$ cat src/design/assert_macros.svh
// Assertion macros shared by the page diff run extractor RTL.
// Each macro expands to one labeled concurrent assertion on a clock and
// an active-low reset.
`ifndef ASSERT_MACROS_SVH
`define ASSERT_MACROS_SVH

// Antecedent implies consequent in the same cycle.
`define ASSERT_IMPLIES(label, clk, rst_n, ante, cons) \
  label: assert property (@(posedge clk) disable iff (!rst_n) (ante) |-> (cons)) \
    else $error("assertion failed: label");

// Antecedent implies consequent in the next cycle.
`define ASSERT_NEXT(label, clk, rst_n, ante, cons) \
  label: assert property (@(posedge clk) disable iff (!rst_n) (ante) |=> (cons)) \
    else $error("assertion failed: label");

`endif

$ cat src/design/pdre_pkg.sv
// Package for the page diff run extractor: field widths, limits, record kinds
// and the command and record structs passed between front, queue and back.
// No dependencies.
`timescale 1ns / 1ps
`default_nettype none

package pdre_pkg;

  // Default geometry
  localparam int unsigned PageBytesDef    = 4096;
  localparam int unsigned QuarterShiftDef = 10;

  // Field widths
  localparam int unsigned StartW   = 12;
  localparam int unsigned LengthW  = 13;
  localparam int unsigned TotalW   = 12;
  localparam int unsigned BytesW   = 13;
  localparam int unsigned QuarterW = 10;

  // Saturation limits
  localparam logic [LengthW-1:0]  LengthMax  = '1;
  localparam logic [TotalW-1:0]   TotalMax   = '1;
  localparam logic [BytesW-1:0]   BytesMax   = '1;
  localparam logic [QuarterW-1:0] QuarterMax = '1;

  // Command queue depth
  localparam int unsigned QueueDepth = 4;

  // Stream widths
  localparam int unsigned InDataW  = 16;
  localparam int unsigned OutDataW = 96;

  typedef enum logic {
    KIND_RUN     = 1'b0,
    KIND_SUMMARY = 1'b1
  } kind_e;

  // Work for the back part caused by one input item
  typedef struct packed {
    logic               has_run;
    logic               has_sum;
    logic [StartW-1:0]  start;
    logic [1:0]         quarter;
    logic [LengthW-1:0] length;
  } cmd_t;

  // Queue status seen by the top level and the back
  typedef struct packed {
    logic full;
    logic empty;
  } qstat_t;

  // One result record
  typedef struct packed {
    kind_e               kind;
    logic [StartW-1:0]   run_start;
    logic [LengthW-1:0]  run_length;
    logic [TotalW-1:0]   run_total;
    logic [BytesW-1:0]   diff_bytes;
    logic [QuarterW-1:0] q0;
    logic [QuarterW-1:0] q1;
    logic [QuarterW-1:0] q2;
    logic [QuarterW-1:0] q3;
    logic                page_done;
  } rec_t;

endpackage

`default_nettype wire

$ cat src/design/page_diff_run_extractor_unit.sv
// Page diff run extractor: compares two page versions byte by byte and
// reports differing runs and a per-page summary.
// Usage:
//   The slave channel takes one byte pair per transaction in position order,
//   old_byte in tdata[7:0] and new_byte in tdata[15:8], PAGE_BYTES
//   transactions per page. The master channel gives run records
//   (tuser = 0) when a run of differing bytes closes, and one page summary
//   (tuser = 1, tlast = 1) after the final byte of each page. The final byte
//   may give a run record followed by the summary.
//   Throughput is one transaction per cycle on the slave side while the
//   queue is not full; the front part finishes each item in the cycle it is
//   accepted. A result passes through the command queue and then the output
//   register, and a summary from the same byte as a run record comes after it.
//   A four-entry command queue sits between front and back, so input keeps
//   flowing while the receiver stalls until the queue fills; then tready
//   drops and stays low until the back part drains an entry.
//   Reset clears the position, the open run, all counters, the queue and the
//   output valid flag; the block is ready as soon as reset is released.
// Depends on pdre_pkg, pdre_front, pdre_queue, pdre_back, assert_macros.svh.
`timescale 1ns / 1ps
`default_nettype none

`include "assert_macros.svh"

module page_diff_run_extractor_unit import pdre_pkg::*; #(
  parameter int unsigned PAGE_BYTES    = PageBytesDef,
  parameter int unsigned QUARTER_SHIFT = QuarterShiftDef
) (
  input  wire logic                clk_i,
  input  wire logic                rst_ni,
  input  wire logic                s_axis_tvalid_i,
  output logic                     s_axis_tready_o,
  // [7:0] old_byte, [15:8] new_byte
  input  wire logic [InDataW-1:0]  s_axis_tdata_i,
  output logic                     m_axis_tvalid_o,
  input  wire logic                m_axis_tready_i,
  // [11:0] run_start, [24:12] run_length, [36:25] run_total,
  // [49:37] diff_bytes, [59:50] quarter_zero_runs, [69:60] quarter_one_runs,
  // [79:70] quarter_two_runs, [89:80] quarter_three_runs, [95:90] zero
  output logic [OutDataW-1:0]      m_axis_tdata_o,
  // [0] record_kind
  output logic [0:0]               m_axis_tuser_o,
  // page_done
  output logic                     m_axis_tlast_o
);

  cmd_t   cmd;
  cmd_t   head;
  qstat_t qstat;
  rec_t   rec;
  logic   push;
  logic   pop;
  logic   accept;

  assign s_axis_tready_o = !qstat.full;
  assign accept          = s_axis_tvalid_i && s_axis_tready_o;

  pdre_front #(
    .PAGE_BYTES    (PAGE_BYTES),
    .QUARTER_SHIFT (QUARTER_SHIFT)
  ) u_front (
    .clk_i      (clk_i),
    .rst_ni     (rst_ni),
    .accept_i   (accept),
    .old_byte_i (s_axis_tdata_i[7:0]),
    .new_byte_i (s_axis_tdata_i[15:8]),
    .cmd_o      (cmd),
    .push_o     (push)
  );

  pdre_queue u_queue (
    .clk_i  (clk_i),
    .rst_ni (rst_ni),
    .push_i (push),
    .cmd_i  (cmd),
    .pop_i  (pop),
    .head_o (head),
    .stat_o (qstat)
  );

  pdre_back u_back (
    .clk_i       (clk_i),
    .rst_ni      (rst_ni),
    .head_i      (head),
    .stat_i      (qstat),
    .pop_o       (pop),
    .out_valid_o (m_axis_tvalid_o),
    .out_ready_i (m_axis_tready_i),
    .rec_o       (rec)
  );

  // Pack the record onto the master channel
  assign m_axis_tdata_o = {6'b0, rec.q3, rec.q2, rec.q1, rec.q0, rec.diff_bytes,
                           rec.run_total, rec.run_length, rec.run_start};
  assign m_axis_tuser_o = rec.kind;
  assign m_axis_tlast_o = rec.page_done;

  // Checks
  `ASSERT_IMPLIES(a_no_push_when_full, clk_i, rst_ni, push, !qstat.full)
  `ASSERT_IMPLIES(a_last_is_summary, clk_i, rst_ni, m_axis_tvalid_o && m_axis_tlast_o,
                  m_axis_tuser_o == KIND_SUMMARY)
  `ASSERT_IMPLIES(a_run_nonempty, clk_i, rst_ni,
                  m_axis_tvalid_o && (m_axis_tuser_o == KIND_RUN), rec.run_length != '0)
  `ASSERT_NEXT(a_pop_needs_entry, clk_i, rst_ni, pop && qstat.empty, 1'b0)

endmodule

`default_nettype wire

$ cat src/design/pdre_front.sv
// Front part: accepts byte pairs, tracks position and the open run, and
// pushes one command per item that closes a run or ends the page.
// Depends on pdre_pkg.
`timescale 1ns / 1ps
`default_nettype none

module pdre_front import pdre_pkg::*; #(
  parameter int unsigned PAGE_BYTES    = PageBytesDef,
  parameter int unsigned QUARTER_SHIFT = QuarterShiftDef
) (
  input  wire logic        clk_i,
  input  wire logic        rst_ni,
  input  wire logic        accept_i,
  input  wire logic [7:0]  old_byte_i,
  input  wire logic [7:0]  new_byte_i,
  output cmd_t             cmd_o,
  output logic             push_o
);

  localparam int unsigned PosW = $clog2(PAGE_BYTES);

  logic [PosW-1:0]    pos_q, pos_d;
  logic [PosW-1:0]    start_q, start_d;
  logic [LengthW-1:0] len_q, len_d;

  logic               differs;
  logic               last;
  logic               open;
  logic [PosW-1:0]    new_start;
  logic [LengthW-1:0] new_len;
  logic [31:0]        start_wide;
  logic [31:0]        quarter_wide;

  // Classify the current item
  assign differs = |(old_byte_i ^ new_byte_i);
  assign last    = 32'(pos_q) >= 32'(PAGE_BYTES - 1);
  assign open    = len_q != '0;

  // Extend or start the run
  always_comb begin
    if (differs && !open) begin
      new_start = pos_q;
      new_len   = LengthW'(1);
    end else if (differs) begin
      new_start = start_q;
      new_len   = (len_q == LengthMax) ? LengthMax : len_q + LengthW'(1);
    end else begin
      new_start = start_q;
      new_len   = len_q;
    end
  end

  assign start_wide   = 32'(new_start);
  assign quarter_wide = start_wide >> QUARTER_SHIFT;

  // Build the command for the back part
  always_comb begin
    cmd_o.has_run = differs ? last : open;
    cmd_o.has_sum = last;
    cmd_o.start   = start_wide[StartW-1:0];
    cmd_o.quarter = quarter_wide[1:0];
    cmd_o.length  = new_len;
  end

  assign push_o = accept_i && (cmd_o.has_run || cmd_o.has_sum);

  // Advance position and run state
  always_comb begin
    pos_d   = pos_q;
    start_d = start_q;
    len_d   = len_q;
    if (accept_i) begin
      if (last) begin
        pos_d   = '0;
        start_d = '0;
        len_d   = '0;
      end else begin
        pos_d   = pos_q + PosW'(1);
        start_d = new_start;
        len_d   = differs ? new_len : '0;
      end
    end
  end

  always_ff @(posedge clk_i or negedge rst_ni) begin
    if (!rst_ni) begin
      pos_q   <= '0;
      start_q <= '0;
      len_q   <= '0;
    end else begin
      pos_q   <= pos_d;
      start_q <= start_d;
      len_q   <= len_d;
    end
  end

endmodule

`default_nettype wire

$ cat src/design/pdre_queue.sv
// Short command queue between the front and the back parts.
// Depends on pdre_pkg.
`timescale 1ns / 1ps
`default_nettype none

module pdre_queue import pdre_pkg::*; (
  input  wire logic   clk_i,
  input  wire logic   rst_ni,
  input  wire logic   push_i,
  input  wire cmd_t   cmd_i,
  input  wire logic   pop_i,
  output cmd_t        head_o,
  output qstat_t      stat_o
);

  localparam int unsigned AddrW = $clog2(QueueDepth);

  cmd_t             entry_q [QueueDepth];
  logic [AddrW-1:0] wr_ptr_q, wr_ptr_d;
  logic [AddrW-1:0] rd_ptr_q, rd_ptr_d;
  logic [AddrW:0]   count_q, count_d;
  logic             do_push;
  logic             do_pop;

  assign stat_o.full  = count_q == (AddrW + 1)'(QueueDepth);
  assign stat_o.empty = count_q == '0;
  assign do_push      = push_i && !stat_o.full;
  assign do_pop       = pop_i && !stat_o.empty;
  assign head_o       = entry_q[rd_ptr_q];

  // Advance pointers and fill level
  always_comb begin
    wr_ptr_d = do_push ? wr_ptr_q + AddrW'(1) : wr_ptr_q;
    rd_ptr_d = do_pop ? rd_ptr_q + AddrW'(1) : rd_ptr_q;
    count_d  = count_q;
    if (do_push && !do_pop) begin
      count_d = count_q + (AddrW + 1)'(1);
    end else if (do_pop && !do_push) begin
      count_d = count_q - (AddrW + 1)'(1);
    end
  end

  always_ff @(posedge clk_i or negedge rst_ni) begin
    if (!rst_ni) begin
      wr_ptr_q <= '0;
      rd_ptr_q <= '0;
      count_q  <= '0;
    end else begin
      wr_ptr_q <= wr_ptr_d;
      rd_ptr_q <= rd_ptr_d;
      count_q  <= count_d;
    end
  end

  // Store commands
  always_ff @(posedge clk_i) begin
    if (do_push) begin
      entry_q[wr_ptr_q] <= cmd_i;
    end
  end

endmodule

`default_nettype wire

$ cat src/design/pdre_back.sv
// Back part: drains commands, keeps the page counters and drives the
// output register with run records and page summaries.
// Depends on pdre_pkg.
`timescale 1ns / 1ps
`default_nettype none

module pdre_back import pdre_pkg::*; (
  input  wire logic   clk_i,
  input  wire logic   rst_ni,
  input  wire cmd_t   head_i,
  input  wire qstat_t stat_i,
  output logic        pop_o,
  output logic        out_valid_o,
  input  wire logic   out_ready_i,
  output rec_t        rec_o
);

  logic                phase_q, phase_d;
  logic                valid_q, valid_d;
  rec_t                rec_q, rec_d;
  logic [TotalW-1:0]   runs_q, runs_d;
  logic [BytesW-1:0]   bytes_q, bytes_d;
  logic [QuarterW-1:0] quart_q [4];
  logic [QuarterW-1:0] quart_d [4];

  logic                take;
  logic                emit_run;
  logic [BytesW:0]     bytes_sum;

  assign take      = (!valid_q || out_ready_i) && !stat_i.empty;
  assign emit_run  = head_i.has_run && !phase_q;
  assign pop_o     = take && !(emit_run && head_i.has_sum);
  assign bytes_sum = {1'b0, bytes_q} + (BytesW + 1)'(head_i.length);

  // Select the next record and update counters
  always_comb begin
    phase_d = phase_q;
    runs_d  = runs_q;
    bytes_d = bytes_q;
    quart_d = quart_q;
    rec_d   = rec_q;
    valid_d = valid_q;
    if (out_ready_i) begin
      valid_d = 1'b0;
    end
    if (take) begin
      valid_d = 1'b1;
      rec_d   = '0;
      if (emit_run) begin
        rec_d.kind       = KIND_RUN;
        rec_d.run_start  = head_i.start;
        rec_d.run_length = head_i.length;
        runs_d  = (runs_q == TotalMax) ? TotalMax : runs_q + TotalW'(1);
        bytes_d = (bytes_sum > (BytesW + 1)'(BytesMax)) ? BytesMax : bytes_sum[BytesW-1:0];
        quart_d[head_i.quarter] = (quart_q[head_i.quarter] == QuarterMax) ?
                                  QuarterMax : quart_q[head_i.quarter] + QuarterW'(1);
        phase_d = head_i.has_sum;
      end else begin
        rec_d.kind       = KIND_SUMMARY;
        rec_d.run_total  = runs_q;
        rec_d.diff_bytes = (runs_q != '0) ? bytes_q : '0;
        rec_d.q0         = quart_q[0];
        rec_d.q1         = quart_q[1];
        rec_d.q2         = quart_q[2];
        rec_d.q3         = quart_q[3];
        rec_d.page_done  = 1'b1;
        runs_d  = '0;
        bytes_d = '0;
        for (int i = 0; i < 4; i++) begin
          quart_d[i] = '0;
        end
        phase_d = 1'b0;
      end
    end
  end

  always_ff @(posedge clk_i or negedge rst_ni) begin
    if (!rst_ni) begin
      phase_q <= 1'b0;
      valid_q <= 1'b0;
      runs_q  <= '0;
      bytes_q <= '0;
      for (int i = 0; i < 4; i++) begin
        quart_q[i] <= '0;
      end
    end else begin
      phase_q <= phase_d;
      valid_q <= valid_d;
      runs_q  <= runs_d;
      bytes_q <= bytes_d;
      quart_q <= quart_d;
    end
  end

  // Hold output payload
  always_ff @(posedge clk_i) begin
    rec_q <= rec_d;
  end

  assign out_valid_o = valid_q;
  assign rec_o       = rec_q;

endmodule

`default_nettype wire
$ cat config.mk
export PLATFORM = sky130hd
export DESIGN_NAME = page_diff_run_extractor_unit
export DESIGN_NICKNAME = d
export VERILOG_FILES = /design/src/design/pdre_pkg.sv /design/src/design/page_diff_run_extractor_unit.sv /design/src/design/pdre_front.sv /design/src/design/pdre_queue.sv /design/src/design/pdre_back.sv
export VERILOG_INCLUDE_DIRS = /design/src /design/src/design
export SDC_FILE = /design/constraint.sdc
export NUM_CORES = 1
export LEC_CHECK = 0
export BUFFER_PORTS_ARGS = -buffer_cell sky130_fd_sc_hd__buf_2
export CORE_MARGIN = 2
export CORE_UTILIZATION = 54
export CTS_CLUSTER_DIAMETER = 80
export DETAILED_ROUTE_END_ITERATION = 16
export GPL_ROUTABILITY_DRIVEN = 0
export HOLD_SLACK_MARGIN = 0.06
export PLACE_DENSITY = 0.72
export SYNTH_ARGS = -nofsm -noshare
export SYNTH_HDL_FRONTEND = slang
export SYNTH_SLANG_ARGS = --single-unit
$ cat constraint.sdc
create_clock -name clk_i -period 3.9 [get_ports clk_i]
set_clock_uncertainty 0.05 [all_clocks]
set_input_delay 0.78 -clock clk_i [delete_from_list [all_inputs] [get_ports clk_i]]
set_output_delay 0.78 -clock clk_i [all_outputs]
set_load 0.05 [all_outputs]
==> flow_summary.json <==
{
  "start_util_pct": 54.7,
  "crit_chain": "buf_4 > mux4_2 > ha_1 > a21o_1 > a2111oi_2 > o311ai_0 > a31oi_1 > nor3_2 > a221o_1",
  "cts-root-buf": "clkbuf_16",
  "gr-total-overflow": 0,
  "regToRegSetupSlack_ns": 0.33,
  "fin_util_pct": 63.2,
  "yosysWarnings": 0,
  "stdcell_count": 1510,
  "hold_path_class": "in2async",
  "viasPerCell": 5.61,
  "hold_ws_ns": 0.284,
  "cts_num_sinks": 310,
  "required_ns": 4.27,
  "cap_violations": 0,
  "grt_max_degree": 87,
  "place_ws_ns": 0.160,
  "rr_endpoint": "u_back.bytes_q[9]",
  "ys_ff_latch": 310,
  "synth.top_cells.by_count": "199 x edfxtp_1, 111 x dfrtp_1, 94 x nand2_1",
  "io_buffers": 113,
  "fin_setup_tns_ns": 0,
  "synth_edf_count": 199,
  "synth_most_common_cell": "edfxtp_1",
  "clk_latency_ns": 0.55,
  "hold_violations": 0,
  "path_clk_slew_ns": 0.06,
  "ant_nets": 0,
  "syn_area_per_cell_um2": 13.4,
  "report.final.slew_viol_count": 0,
  "num_vias": 8478,
  "coreArea_mm2": 0.0251,
  "antenna_found_initial": 0,
  "cp_num_buf_inv": 1,
  "grt_pass1_wl_mm": 43.3,
  "dominantRegCellSynth": "edfxtp_1",
  "clkPwrFrac_pct": 25.3,
  "cts_tree": "yes",
  "n_antenna_cell": 0,
  "postCtsHoldBufs": 0,
  "dp.cells": 1452,
  "ios": 120,
  "synth_top_area_cell": "edfxtp_1",
  "powerDensity_mw_per_mm2": 760,
  "comb_power_share_pct": 37.3,
  "die_area_mm2": 0.0267,
  "fillers": 1908,
  "cts.path.max_buffers": 3,
  "rr_startpoint": "u_queue.rd_ptr_q[0]",
  "multi_input_area_mm2": 0.00470,
  "num-nets-final": 1201,
  "cp-end-kind": "flop",
  "post-route-period-util_pct": 91.5,
  "cts_buffers": 31,
  "seqPwrFrac_pct": 37.4,
  "post_cts_resized": 0,
  "path_max_fanout": 6,
  "max_clock_freq_ghz": 0.280,
  "intPower_mw": 7.54,
  "arrival_ns": 3.94,
  "synthCells": 1025,
  "ys_seq_area_share_pct": 63.7,
  "crit_type": "reg2reg",
  "min_period_ns": 3.57,
  "leakagePower_nw": 6.53,
  "finalPower_mw": 12.1,
  "critPathLaunchType": "flop",
  "synth_cell_types": 65,
  "switching_share_pct": 37.5,
  "syn-cell-area_mm2": 0.0137,
  "p_switching_mw": 4.52,
  "wirelength_mm": 26.6,
  "rsz0062_at_grt": "no",
  "critPathSlowestCell": "mux4_2",
  "async_flop_share_pct": 35.8,
  "dp_hpwl_mm": 18.2,
  "fin_ws_ns": 0.331,
  "placed_cell_area_mm2": 0.0148,
  "final_cell_area_mm2": 0.0159,
  "die_w_um": 164,
  "drt_iter0_markers": 676,
  "peakVddDrop_v": 0.000386,
  "setup_viol": 0,
  "slew_headroom_pct": 41.6,
  "syn_to_final_growth_pct": 15.5,
  "worst-slew-pin-transition_ns": 0.871,
  "synth.area.top_cells": "edfxtp_1 43%, dfrtp_1 20%, mux4_2 4.4%",
  "grt_usage_pct": 20.5,
  "cts_setup_buffers": 0,
  "status": "finished clean",
  "drive_gt1_share_pct": 21.9,
  "row_count": 58,
  "synth_top_cell_area_share_pct": 43.5,
  "critPathMaxStageDelay_ns": 0.52,
  "cp_num_cells": 9,
  "reg2reg_depth": 9,
  "regArea_mm2": 0.00875,
  "die_y_um": 164,
  "drc": 0,
  "routedWlPerCell_um": 17.6,
  "cp_top_family": "compound AO/OA/AOI/OAI gates",
  "dr.pass1.iters": 5,
  "htreeDepth": 1,
  "grt_pass1_vias": 8323
}
[per-layer routing]
metal  wire, um  global-route usage [%]  part of all wire, %  vias to the layer above
met4        686                    6.10                  2.6                        0
met5          0                       0                    0                        -
met3       1360                    2.69                  5.1                       45
li1           -                       -                    -                     4048
met1      12000                    29.3                   45                     4141
met2      12600                    33.2                   47                      244
[worst max-delay path by stage]
stage	start	end	slack [ns]
2_1_floorplan	u_queue.rd_ptr_q[0]	u_back.bytes_q[1]	0.07
3_3_place_gp	u_queue.rd_ptr_q[0]	u_back.bytes_q[1]	0.28
3_5_place_dp	u_queue.rd_ptr_q[0]	u_back.bytes_q[9]	0.16
4_1_cts	u_queue.rd_ptr_q[0]	u_back.bytes_q[9]	0.14
5_1_grt	u_queue.rd_ptr_q[0]	u_back.bytes_q[9]	0.12
6_report	u_queue.rd_ptr_q[0]	u_back.bytes_q[9]	0.33
[cell usage in the layout, fill, tap and decap left out, types with 25 or more instances in the layout]
master       n
buf_2      112
dfrtp_1    110
nor2_1      44
a22o_1      36
edfxtp_1   199
and2_1      88
mux4_2      27
xnor2_1     25
buf_4       32
clkbuf_16   33
a21oi_1     30
o21ai_0     50
mux2i_1     26
nand2_1     94
[layout make-up]
class                   count  share of cell area (%)
repair buffers            146                    5.30
clock buffers              41                    5.64
clock inverters            17                    1.17
inverters                  22                   0.536
flip-flops and latches    310                    55.1
multi-input cells         644                    29.6
well taps                 330                    2.60
[power by group through the flow]
| stage | Sequential [mW] | Clock [mW] | Combinational [mW] |
|---|---|---|---|
| after global routing | 4.57 | 3.25 | 4.90 |
| after floorplan | 5.54 | 0 | 2.40 |
| after CTS | 4.52 | 3.11 | 4.51 |
| after detailed placement | 4.57 | 0 | 4.49 |
| final | 4.51 | 3.05 | 4.50 |
| after global placement | 4.56 | 0 | 4.43 |
[state kept, by name, summed over array words and instances (netlist names)]
signal              cells
u_queue.entry_q       108
u_back.rec_o           91
u_back.quart_q         40
u_back.bytes_q         13
u_front.len_q          13
u_back.runs_q          12
u_front.pos_q          12
u_front.start_q        12
u_queue.count_q         3
u_queue.rd_ptr_q        2
u_queue.wr_ptr_q        2
u_back.out_valid_o      1
u_back.phase_q          1
[cells by family after synthesis]
logic type	Yosys count	share of synthesized area (%)
fa+ha+maj	26	2.48
buf+inv	76	2.49
mux	77	8.40
other cells	1	0.0273
compound gates	185	8.85
simple gates	315	11.8
flops	310	63.7
xor+xnor	35	2.23
Note: power is estimated with default switching activity, not from simulation.
